File: config.mk
export PLATFORM = sky130hd
export DESIGN_NAME = json_scalar_token_packer_unit
export DESIGN_NICKNAME = d
export VERILOG_FILES = /design/src/rtl/jstp_pkg.sv /design/src/rtl/jstp_front.sv /design/src/rtl/jstp_queue.sv /design/src/rtl/jstp_back.sv /design/src/rtl/json_scalar_token_packer_unit.sv
export SDC_FILE = /design/constraint.sdc
export NUM_CORES = 1
export LEC_CHECK = 0
export BUFFER_PORTS_ARGS = -buffer_cell sky130_fd_sc_hd__clkbuf_2
export CORE_ASPECT_RATIO = 1.5
export CORE_MARGIN = 5
export CORE_UTILIZATION = 57
export DETAILED_ROUTE_END_ITERATION = 7
export PLACE_DENSITY = 0.87
export SYNTH_ARGS = -nofsm -noshare
export SYNTH_HDL_FRONTEND = slang
export SYNTH_SLANG_ARGS = --single-unit
File: constraint.sdc
create_clock -name aclk -period 11.9 [get_ports aclk]
set_clock_uncertainty 0.2 [all_clocks]
set_input_delay 1.19 -clock aclk [delete_from_list [all_inputs] [get_ports aclk]]
set_output_delay 1.19 -clock aclk [all_outputs]
set_load 0.005 [all_outputs]
File: src/rtl/jstp_pkg.sv
`timescale 1ns / 1ps
// ----------------------------------------------------------------------------
// jstp_pkg
// Types, opcodes and character tables shared by the JSON token packer.
// ----------------------------------------------------------------------------
package jstp_pkg;

    localparam int DIGITS      = 20;
    localparam int DIGIT_IDX_W = 5;

    localparam logic [3:0] OP_INT      = 4'd0;
    localparam logic [3:0] OP_BOOL     = 4'd1;
    localparam logic [3:0] OP_NULL     = 4'd2;
    localparam logic [3:0] OP_LBRACE   = 4'd3;
    localparam logic [3:0] OP_RBRACE   = 4'd4;
    localparam logic [3:0] OP_LBRACKET = 4'd5;
    localparam logic [3:0] OP_RBRACKET = 4'd6;
    localparam logic [3:0] OP_COMMA    = 4'd7;
    localparam logic [3:0] OP_COLON    = 4'd8;

    localparam logic [7:0] CHAR_MINUS = 8'h2D;
    localparam logic [7:0] CHAR_ZERO  = 8'h30;

    // left aligned, padded to five characters
    localparam logic [39:0] WORD_TRUE  = {"true", 8'h00};
    localparam logic [39:0] WORD_FALSE = "false";
    localparam logic [39:0] WORD_NULL  = {"null", 8'h00};

    typedef struct packed {
        logic [3:0]        opcode;
        logic signed [63:0] value;
    } in_item_t;

    typedef struct packed {
        logic [7:0] char_code;
        logic       last;
    } out_item_t;

    typedef enum logic [2:0] {
        KIND_INT,
        KIND_TRUE,
        KIND_FALSE,
        KIND_NULL,
        KIND_PUNCT
    } kind_t;

    typedef struct packed {
        kind_t      kind;
        logic       neg;
        logic [7:0] punct;
    } cmd_ctl_t;

    typedef enum logic [1:0] {
        ST_IDLE,
        ST_CONV,
        ST_FIND,
        ST_EMIT
    } state_t;

    function automatic logic [7:0] punct_char(logic [3:0] op);
        logic [7:0] c;
        case (op)
            OP_LBRACE:   c = "{";
            OP_RBRACE:   c = "}";
            OP_LBRACKET: c = "[";
            OP_RBRACKET: c = "]";
            OP_COMMA:    c = ",";
            OP_COLON:    c = ":";
            default:     c = 8'h00;
        endcase
        return c;
    endfunction

    function automatic logic [7:0] word_char(kind_t k, logic [2:0] pos);
        logic [39:0] w;
        logic [39:0] sh;
        case (k)
            KIND_TRUE:  w = WORD_TRUE;
            KIND_FALSE: w = WORD_FALSE;
            KIND_NULL:  w = WORD_NULL;
            default:    w = '0;
        endcase
        sh = w << {pos, 3'b000};
        return sh[39:32];
    endfunction

    function automatic logic [2:0] word_last(kind_t k);
        logic [2:0] n;
        case (k)
            KIND_FALSE: n = 3'd4;
            default:    n = 3'd3;
        endcase
        return n;
    endfunction

endpackage

File: src/rtl/jstp_front.sv
`timescale 1ns / 1ps
// ----------------------------------------------------------------------------
// jstp_front
// Accepts token requests, decodes the opcode and forms the integer magnitude.
// ----------------------------------------------------------------------------
module jstp_front #(
    parameter int VALUE_BITS = 64
) (
    input  logic                     s_valid,
    output logic                     s_ready,
    input  jstp_pkg::in_item_t       s_item,
    input  logic                     q_full,
    output logic                     q_push,
    output jstp_pkg::cmd_ctl_t       q_ctl,
    output logic [VALUE_BITS-1:0]    q_mag
);

    logic [VALUE_BITS-1:0] v;
    logic                  neg;
    logic                  op_ok;

    assign v       = s_item.value[VALUE_BITS-1:0];
    assign neg     = v[VALUE_BITS-1];
    assign s_ready = !q_full;
    assign q_mag   = neg ? (~v) + {{(VALUE_BITS-1){1'b0}}, 1'b1} : v;
    assign q_push  = s_valid && s_ready && op_ok;

    always_comb begin
        op_ok       = 1'b1;
        q_ctl.kind  = jstp_pkg::KIND_PUNCT;
        q_ctl.neg   = 1'b0;
        q_ctl.punct = jstp_pkg::punct_char(s_item.opcode);
        case (s_item.opcode)
            jstp_pkg::OP_INT: begin
                q_ctl.kind = jstp_pkg::KIND_INT;
                q_ctl.neg  = neg;
            end
            jstp_pkg::OP_BOOL: begin
                q_ctl.kind = (|v) ? jstp_pkg::KIND_TRUE : jstp_pkg::KIND_FALSE;
            end
            jstp_pkg::OP_NULL: begin
                q_ctl.kind = jstp_pkg::KIND_NULL;
            end
            jstp_pkg::OP_LBRACE, jstp_pkg::OP_RBRACE, jstp_pkg::OP_LBRACKET,
            jstp_pkg::OP_RBRACKET, jstp_pkg::OP_COMMA, jstp_pkg::OP_COLON: begin
                q_ctl.kind = jstp_pkg::KIND_PUNCT;
            end
            default: begin
                op_ok = 1'b0;
            end
        endcase
    end

endmodule

File: src/rtl/jstp_queue.sv
`timescale 1ns / 1ps
// ----------------------------------------------------------------------------
// jstp_queue
// Two-entry command queue between the decode front and the emit back end.
// ----------------------------------------------------------------------------
module jstp_queue #(
    parameter int WIDTH = 76
) (
    input  logic             aclk,
    input  logic             aresetn,
    input  logic             push,
    input  logic [WIDTH-1:0] din,
    output logic             full,
    input  logic             pop,
    output logic [WIDTH-1:0] dout,
    output logic             nempty
);

    logic [WIDTH-1:0] entries_reg [2];
    logic             wr_ptr_reg;
    logic             rd_ptr_reg;
    logic [1:0]       count_reg;

    assign full   = count_reg[1];
    assign nempty = count_reg != 2'd0;
    assign dout   = entries_reg[rd_ptr_reg];

    always_ff @(posedge aclk) begin
        if (push) begin
            entries_reg[wr_ptr_reg] <= din;
        end
    end

    always_ff @(posedge aclk) begin
        if (!aresetn) begin
            wr_ptr_reg <= 1'b0;
            rd_ptr_reg <= 1'b0;
            count_reg  <= 2'd0;
        end else begin
            if (push) begin
                wr_ptr_reg <= !wr_ptr_reg;
            end
            if (pop) begin
                rd_ptr_reg <= !rd_ptr_reg;
            end
            case ({push, pop})
                2'b10:   count_reg <= count_reg + 2'd1;
                2'b01:   count_reg <= count_reg - 2'd1;
                default: count_reg <= count_reg;
            endcase
        end
    end

endmodule

File: src/rtl/jstp_back.sv
`timescale 1ns / 1ps
// ----------------------------------------------------------------------------
// jstp_back
// Runs one command: for integers, bit-serial binary to BCD conversion, then byte
// emission through an output register; other tokens go straight to emission.
// ----------------------------------------------------------------------------
module jstp_back #(
    parameter int VALUE_BITS = 64
) (
    input  logic                  aclk,
    input  logic                  aresetn,
    input  logic                  q_nempty,
    input  jstp_pkg::cmd_ctl_t    q_ctl,
    input  logic [VALUE_BITS-1:0] q_mag,
    output logic                  q_pop,
    output logic                  m_valid,
    input  logic                  m_ready,
    output jstp_pkg::out_item_t   m_item
);

    localparam int CNT_W = $clog2(VALUE_BITS);
    localparam int IW    = jstp_pkg::DIGIT_IDX_W;

    jstp_pkg::state_t                            state_reg, state_next;
    jstp_pkg::cmd_ctl_t                          ctl_reg, ctl_next;
    logic [VALUE_BITS-1:0]                       shift_reg, shift_next;
    logic [jstp_pkg::DIGITS-1:0][3:0]            bcd_reg, bcd_next;
    logic [jstp_pkg::DIGITS-1:0][3:0]            bcd_adj;
    logic [jstp_pkg::DIGITS*4-1:0]               bcd_flat;
    logic [CNT_W-1:0]                            cnt_reg, cnt_next;
    logic [IW-1:0]                               idx_reg, idx_next;
    logic [IW-1:0]                               top_idx;
    logic                                        sign_reg, sign_next;
    logic                                        m_valid_reg, m_valid_next;
    jstp_pkg::out_item_t                         m_item_reg, m_item_next;
    logic                                        load_ok;

    assign m_valid  = m_valid_reg;
    assign m_item   = m_item_reg;
    assign load_ok  = !m_valid_reg || m_ready;
    assign bcd_flat = bcd_adj;

    always_comb begin
        for (int i = 0; i < jstp_pkg::DIGITS; i++) begin
            bcd_adj[i] = (bcd_reg[i] >= 4'd5) ? bcd_reg[i] + 4'd3 : bcd_reg[i];
        end
    end

    always_comb begin
        top_idx = '0;
        for (int i = 0; i < jstp_pkg::DIGITS; i++) begin
            if (bcd_reg[i] != 4'd0) begin
                top_idx = IW'(i);
            end
        end
    end

    always_ff @(posedge aclk) begin
        if (!aresetn) begin
            state_reg   <= jstp_pkg::ST_IDLE;
            idx_reg     <= '0;
            m_valid_reg <= 1'b0;
        end else begin
            state_reg   <= state_next;
            idx_reg     <= idx_next;
            m_valid_reg <= m_valid_next;
        end
    end

    always_ff @(posedge aclk) begin
        ctl_reg    <= ctl_next;
        shift_reg  <= shift_next;
        bcd_reg    <= bcd_next;
        cnt_reg    <= cnt_next;
        sign_reg   <= sign_next;
        m_item_reg <= m_item_next;
    end

    always_comb begin
        state_next   = state_reg;
        ctl_next     = ctl_reg;
        shift_next   = shift_reg;
        bcd_next     = bcd_reg;
        cnt_next     = cnt_reg;
        idx_next     = idx_reg;
        sign_next    = sign_reg;
        m_item_next  = m_item_reg;
        m_valid_next = m_valid_reg && !m_ready;
        q_pop        = 1'b0;
        case (state_reg)
            jstp_pkg::ST_IDLE: begin
                if (q_nempty) begin
                    q_pop      = 1'b1;
                    ctl_next   = q_ctl;
                    shift_next = q_mag;
                    bcd_next   = '0;
                    cnt_next   = CNT_W'(VALUE_BITS - 1);
                    sign_next  = q_ctl.neg;
                    idx_next   = '0;
                    state_next = (q_ctl.kind == jstp_pkg::KIND_INT) ?
                                 jstp_pkg::ST_CONV : jstp_pkg::ST_EMIT;
                end
            end
            jstp_pkg::ST_CONV: begin
                bcd_next   = {bcd_flat[jstp_pkg::DIGITS*4-2:0], shift_reg[VALUE_BITS-1]};
                shift_next = shift_reg << 1;
                cnt_next   = cnt_reg - CNT_W'(1);
                if (cnt_reg == '0) begin
                    state_next = jstp_pkg::ST_FIND;
                end
            end
            jstp_pkg::ST_FIND: begin
                idx_next   = top_idx;
                state_next = jstp_pkg::ST_EMIT;
            end
            jstp_pkg::ST_EMIT: begin
                if (load_ok) begin
                    m_valid_next = 1'b1;
                    case (ctl_reg.kind)
                        jstp_pkg::KIND_INT: begin
                            if (sign_reg) begin
                                m_item_next.char_code = jstp_pkg::CHAR_MINUS;
                                m_item_next.last      = 1'b0;
                                sign_next             = 1'b0;
                            end else begin
                                m_item_next.char_code = jstp_pkg::CHAR_ZERO +
                                                        {4'b0000, bcd_reg[idx_reg]};
                                m_item_next.last      = idx_reg == '0;
                                idx_next              = idx_reg - IW'(1);
                                if (idx_reg == '0) begin
                                    idx_next   = '0;
                                    state_next = jstp_pkg::ST_IDLE;
                                end
                            end
                        end
                        jstp_pkg::KIND_TRUE, jstp_pkg::KIND_FALSE,
                        jstp_pkg::KIND_NULL: begin
                            m_item_next.char_code = jstp_pkg::word_char(ctl_reg.kind,
                                                                        idx_reg[2:0]);
                            m_item_next.last      = idx_reg[2:0] ==
                                                    jstp_pkg::word_last(ctl_reg.kind);
                            idx_next              = idx_reg + IW'(1);
                            if (m_item_next.last) begin
                                idx_next   = '0;
                                state_next = jstp_pkg::ST_IDLE;
                            end
                        end
                        default: begin
                            m_item_next.char_code = ctl_reg.punct;
                            m_item_next.last      = 1'b1;
                            idx_next              = '0;
                            state_next            = jstp_pkg::ST_IDLE;
                        end
                    endcase
                end
            end
            default: begin
                state_next = jstp_pkg::ST_IDLE;
            end
        endcase
    end

endmodule

File: src/rtl/json_scalar_token_packer_unit.sv
`timescale 1ns / 1ps
// Flow: an accepted request waits in the queue; an integer then passes the
//   one-bit-per-cycle BCD converter (ST_CONV) and the top-digit search (ST_FIND),
//   other tokens go straight to emission; then one byte per cycle while
//   m_ready allows. The queue accepts new requests while a command runs.
// Reset: synchronous active-low aresetn empties the queue, idles the
//   sequencer and drops m_valid.
// ----------------------------------------------------------------------------
// json_scalar_token_packer_unit
// Turns one scalar token request into its JSON text, one ASCII byte per item.
// ----------------------------------------------------------------------------
module json_scalar_token_packer_unit #(
    parameter int VALUE_BITS = 64
) (
    input  logic                aclk,
    input  logic                aresetn,
    input  logic                s_valid,
    output logic                s_ready,
    input  jstp_pkg::in_item_t  s_item,
    output logic                m_valid,
    input  logic                m_ready,
    output jstp_pkg::out_item_t m_item
);

    localparam int CTL_W = $bits(jstp_pkg::cmd_ctl_t);
    localparam int Q_W   = CTL_W + VALUE_BITS;

    jstp_pkg::cmd_ctl_t    f_ctl;
    logic [VALUE_BITS-1:0] f_mag;
    logic                  q_push;
    logic                  q_full;
    logic                  q_pop;
    logic                  q_nempty;
    logic [Q_W-1:0]        q_dout;

    jstp_front #(
        .VALUE_BITS(VALUE_BITS)
    ) u_front (
        .s_valid (s_valid),
        .s_ready (s_ready),
        .s_item  (s_item),
        .q_full  (q_full),
        .q_push  (q_push),
        .q_ctl   (f_ctl),
        .q_mag   (f_mag)
    );

    jstp_queue #(
        .WIDTH(Q_W)
    ) u_queue (
        .aclk    (aclk),
        .aresetn (aresetn),
        .push    (q_push),
        .din     ({f_ctl, f_mag}),
        .full    (q_full),
        .pop     (q_pop),
        .dout    (q_dout),
        .nempty  (q_nempty)
    );

    jstp_back #(
        .VALUE_BITS(VALUE_BITS)
    ) u_back (
        .aclk     (aclk),
        .aresetn  (aresetn),
        .q_nempty (q_nempty),
        .q_ctl    (jstp_pkg::cmd_ctl_t'(q_dout[Q_W-1:VALUE_BITS])),
        .q_mag    (q_dout[VALUE_BITS-1:0]),
        .q_pop    (q_pop),
        .m_valid  (m_valid),
        .m_ready  (m_ready),
        .m_item   (m_item)
    );

endmodule

Word level (Yosys, flattened, before mapping):

Memories as Yosys holds them, arrays and structs flattened. A register that Yosys moved wholly into a read port is not among the register bits.
Index checks and enable logic that the tools add are counted.
W data, S select, Z words.

* input bits: 72
* bits in writable memories: 150
* logic and storage cells: 248
* flip-flop bits (word level): 183
* output and inout port bits: 11
* memories: 1

* shift-type cells: 1
* $add $sub $neg: 27
* equality and inequality tests: 24
* bitwise operators: 1
* reductions and logical operators: 48
* order comparisons: 21
* multiplexer cells: 92

Memories
* u_queue.entries_reg: depth 2, width 75, read ports 1, clocked after memory_dff 1, wr ports 1, RTL line jstp_queue.sv:19 `logic [WIDTH-1:0] entries_reg [2];`

Operators with widths (count)
* $pmux W80 S2: 1
* $mux W64: 2
* $pmux W64 S2: 1
* $mux W40: 3
* $pmux W39 S3: 1
* $mux W4: 28
* $ge A4 B3 Y1 const B: 20
* $mux W80: 1
* $add A4 B2 Y4 const B: 19
* $reduce_bool A4 Y1: 19
* $add A64 B1 Y64 const B: 1
* $not A64 Y64: 1
* $reduce_or A64 Y1: 1
* $mux W5: 9
* $pmux W7 S6: 1
* $shl A40 B6 Y40: 1
* $mux W3: 9
* $bmux W4 S5: 1
* $mux W2: 10
* $pmux W9 S2: 1
* $eq A4 B3 Y1 const B: 4
* $pmux W5 S3: 1
* $mux W1: 14
* $pmux W6 S2: 1
* other kinds (42): 64

Depth between registers and ports, before layout:

* word-level depth: 21
* depth in mapped cells: 9
* gate-level depth less buffers: 7

Modules after synthesis:

From an unflattened synthesis, not the netlist that was laid out.

* cell total of the unflattened synthesis: 1392
* area total of the unflattened synthesis: 17983.5 um^2

Modules (own cells, without submodules)
* jstp_back: area an instance 10517.6 um^2, cells an instance 894, times used 1, sequential area each 5295.1 um^2
* jstp_queue: area an instance 5698.0 um^2, cells an instance 257, times used 1, sequential area each 4664.5 um^2
* jstp_front: area an instance 1767.9 um^2, cells an instance 241, times used 1, sequential area each 0.0 um^2

Worst setup path after synthesis:

No wires, ideal clock.

* kind: register -> register
* start point: reg u_back.state_reg[1]
* end point: reg u_back.bcd_reg[0] (netlist bit), enable pin
* buffers on the path: 2
* period minus slack after synthesis: 9.228 ns
* arrival: 8.318 ns
* required time: 10.990 ns
* slack: 2.672 ns
* setup time: 0.710 ns
* stages on the path, launching flop included: 7
* cells stage by stage: dfxtp_1 > inv_1 > ha_1 > clkbuf_1 > clkbuf_1 > nor2_1 > a21oi_1

* longest elaborated chain between the ends: 3
* elaborated cells on any way between the ends: 5
* those cells by class: eq/ne (2); reduce/logical (3)

Ends and longest elaborated chain
* start, declared: RTL line jstp_back.sv:24 `jstp_pkg::state_t state_reg, state_next;`
* start signal, assigned: RTL line jstp_back.sv:60 `state_reg <= jstp_pkg::ST_IDLE;`
* start signal, assigned: RTL line jstp_back.sv:64 `state_reg <= state_next;`
* $eq A2 B1 Y1 / $logic_not A2 Y1 (equally long branches): RTL line jstp_back.sv:90 `case (state_reg)`
* $reduce_bool A2 Y1 (no line) / $ne A2 B2 Y1 (equally long branches)
* $reduce_and A2 Y1 (no line) *
* end signal, assigned: RTL line jstp_back.sv:73 `bcd_reg <= bcd_next;`
* end, declared: RTL line jstp_back.sv:27 `logic [jstp_pkg::DIGITS-1:0][3:0] bcd_reg, bcd_next;`

Mark *: on every way between the ends. The rest lies on a longest branch, timed or not.
A chain may end at the register's enable or synchronous reset.

==> impl_metrics.py <==
metrics = {
    "synthesis": {
        "synth_ff_type": "edfxtp_1",
        "syn_inst": 1429,
        "ys_warn_count": 0,
        "synthMuxAreaShare_pct": 7.83,
        "synthSimpleGateAreaFrac_pct": 12.7,
        "ys_async_sr_fraction_pct": 0,
        "synth_edf_count": 316,
        "ys_seq_elements": 329,
        "ys_seq_area_share_pct": 56.5,
        "synth_top_area_share_pct": 55.0,
        "syn-cell-area_mm2": 0.0173,
        "ys_types": 69,
        "synth_xor_xnor_area_share_pct": 5.48,
        "synth_top_cell_by_area": "edfxtp_1",
        "synth_compound_area_share_pct": 10.3,
        "ys_top_cells_by_area": "edfxtp_1 (55%), xnor2_1 (4.4%), ha_1 (4.4%), mux2i_1 (4.2%), o21ai_0 (4.1%)",
        "synth_top_family_by_area": "simple AND/OR/NAND/NOR gates",
        "synth_fa_ha_area_share_pct": 4.41,
        "synth_nets": 1561,
        "avgSynthCellArea_um2": 12.1,
    },
    "cells_and_area": {
        "multi_input_area_mm2": 0.00708,
        "layout_common_cells": "edfxtp_1 (316), nand2_1 (166), o21ai_0 (140)",
        "drive_gt1_share_pct": 13.8,
        "area_growth_pct": 10.8,
        "nNetsFinal": 1624,
        "largest_register_ffs": 148,
        "n_fill_cell": 2207,
        "fin_area_mm2": 0.0191,
        "diodes": 0,
        "regArea_mm2": 0.00975,
        "final_common_cell": "edfxtp_1",
    },
    "clock_tree": {
        "root_buffer": "clkbuf_16",
        "h-tree-depth": 1,
        "post-cts-setup-buffers": 0,
        "cts_tree": "yes",
        "cts_buffer_depth": 3,
        "clock-sinks": 329,
        "clk_pin_slew_worst_paths_ns": 0.06,
        "hold_buffers": 0,
        "cts_made_buffers": 31,
        "insertion_delay_ns": 0.58,
        "cts_resized": 0,
    },
    "pwr": {
        "ir_drop_mv": 0.174,
        "p_per_area_mw_per_mm2": 247,
        "p_leak_nw": 6.45,
    },
    "floorplan": {
        "rows": 78,
        "die_w_um": 152,
        "initial_utilization_pct": 57.4,
        "die_area_mm2": 0.0339,
        "io_pins": 83,
        "core_mm2": 0.0301,
        "die_h_um": 223,
    },
    "sta": {
        "setup_tns_ns": 0,
        "hold_viol": 0,
        "tightest_slew_ns": 1.19,
        "maxSlewViolCount": 0,
        "setup_viol": 0,
        "max_freq_mhz": 272,
        "setup_slack_ns": 8.22,
        "period_needed_ns": 3.68,
        "relSlewSlack_pct": 20.3,
        "rsz0062_at_grt": "false",
        "post-route-period-util_pct": 30.9,
    },
    "placement": {
        "hpwlAfterDp_um": 23100,
        "dp_slack_ns": 7.69,
        "place.gp.congestion": 0.885,
        "portBuffers": 81,
        "place_area_mm2": 0.0180,
    },
    "worst_setup_path": {
        "max_stage_delay_ns": 0.64,
        "ff2ff_setup_slack_ns": 8.50,
        "cp_slowest_cell": "or4_1",
        "r2r_start": "u_back.idx_reg[0]",
        "critPathMaxFanout": 19,
        "crit_family": "simple AND/OR/NAND/NOR gates",
        "rr_worst_depth": 8,
        "required_ns": 11.98,
        "startpoint_type": "primary input",
        "crit_buf_inv": 1,
        "path_class": "in -> reg",
        "crit_path_end_kind": "register",
        "r2r_end": "u_back.state_reg[1]",
        "crit_chain": "clkbuf_2 > or4_1 > nor4_2 > nand4_4 > nor4_1 > o22ai_1",
        "arrival_ns": 3.76,
    },
    "routing": {
        "firstDrtPassIters": 6,
        "drt_iter0_drc": 833,
        "via_per_inst": 5.98,
        "wl_um": 34700,
        "wl_per_cell_um": 18.1,
        "drcViolationCount": 0,
        "ant_nets": 0,
        "via_count": 11500,
    },
    "run_status": {
        "status": "completed",
    },
    "global_route": {
        "globalRouteTotalUtil_pct": 19.8,
        "grt_pass1_vias": 11700,
        "grt_pass1_wl_um": 56300,
        "antenna_found_initial": 0,
        "grt_remaining_overflow": 0,
        "grt_start_max_net_pins": 130,
    },
    "min_path": {
        "min_from": "u_back.shift_reg[41]",
        "min_to": "u_back.shift_reg[42]",
        "min_path_cells": 2,
        "hp-class": "reg -> reg",
    },
    "run": {
        "drv_cap": 0,
    },
}
## how the worst max path moves through the flow
stage | cells after the start | end | slack, ns | start
floorplan | 6 | u_back.bcd_reg[0] | 2.67 | u_back.state_reg[1]
global placement | 6 | u_queue.entries_reg[0][72] | 7.78 | s_item[2]
detailed placement | 6 | u_queue.entries_reg[0][72] | 7.69 | s_item[2]
CTS | 6 | u_queue.entries_reg[1][72] | 8.32 | s_item[2]
global route | 6 | u_queue.entries_reg[1][72] | 8.16 | s_item[2]
finish | 6 | u_queue.entries_reg[1][72] | 8.22 | s_item[2]
## synthesized netlist by cell type (8+ instances only)
cell type	instances
a21boi_0	22
a21oi_1	31
and2_1	42
clkbuf_1	51
dfxtp_1	13
edfxtp_1	316
ha_1	60
inv_1	60
mux2_2	12
mux2i_1	72
mux4_2	22
nand2_1	166
nand2b_1	27
nor2_1	51
nor2b_1	11
nor3_1	8
nor3b_1	33
o21ai_0	140
o31ai_1	25
o41ai_1	19
or3_1	18
or3b_2	11
or4_1	13
xnor2_1	87
xor2_1	21
## where the power goes
group / switching, mW / leakage [nW] / internal (mW) / total (mW)
Clock: 0.449 / 0.526 / 0.594 / 1.04
Sequential: 0.318 / 3.10 / 1.81 / 2.13
Combinational: 0.915 / 2.83 / 0.627 / 1.54
## area by class of cell
type / instances / area share (%)
inverter: 61 / 1.20
clock inverter: 26 / 1.59
sequential: 329 / 51.0
multi-input combinational: 979 / 37.1
tap: 400 / 2.62
timing repair buffer: 90 / 2.47
clock buffer: 31 / 4.06
## routing by layer
metal / GRT usage, % / vias to the layer above / wire length (um)
li1: - / 5413 / -
met3: 2.68 / 114 / 1990
met1: 22.2 / 5544 / 12700
met2: 37.1 / 395 / 18500
met5: 0 / - / 0
met4: 9.08 / 0 / 1480
## cell families (layout without fill, tap and decap cells)
family / after synthesis / after routing
AOI/OAI and AO/OA: 289 / 289
and+or+nand+nor: 414 / 414
DFF: 329 / 329
other: 1 / 1
adders and majority gates: 61 / 61
muxes: 106 / 106
xor gates and xnor gates: 108 / 108
buffers and inverters: 121 / 208
## stage by stage
step                cells  utilization [%]  power (mW)  hold WS, ns
floorplan            1429                -        3.32        0.268
global placement     1859             60.0        3.57        0.281
global route         1916             63.6        5.00        0.353
CTS                  1916             63.6        4.73        0.327
detailed placement   1859             60.0        3.67        0.309
finish               1916             63.6        4.72        0.325
## worst reg2reg max path: stages, from the launching register on
cell      delay, ns
dfxtp_1        0.56
buf_4          0.37
inv_1          0.20
ha_1           0.28
or4b_2         0.63
o21ai_0        0.18
o21ai_0        0.18
a221oi_1       0.51
mux2i_1        0.24
(Power assumes the default switching activity.)
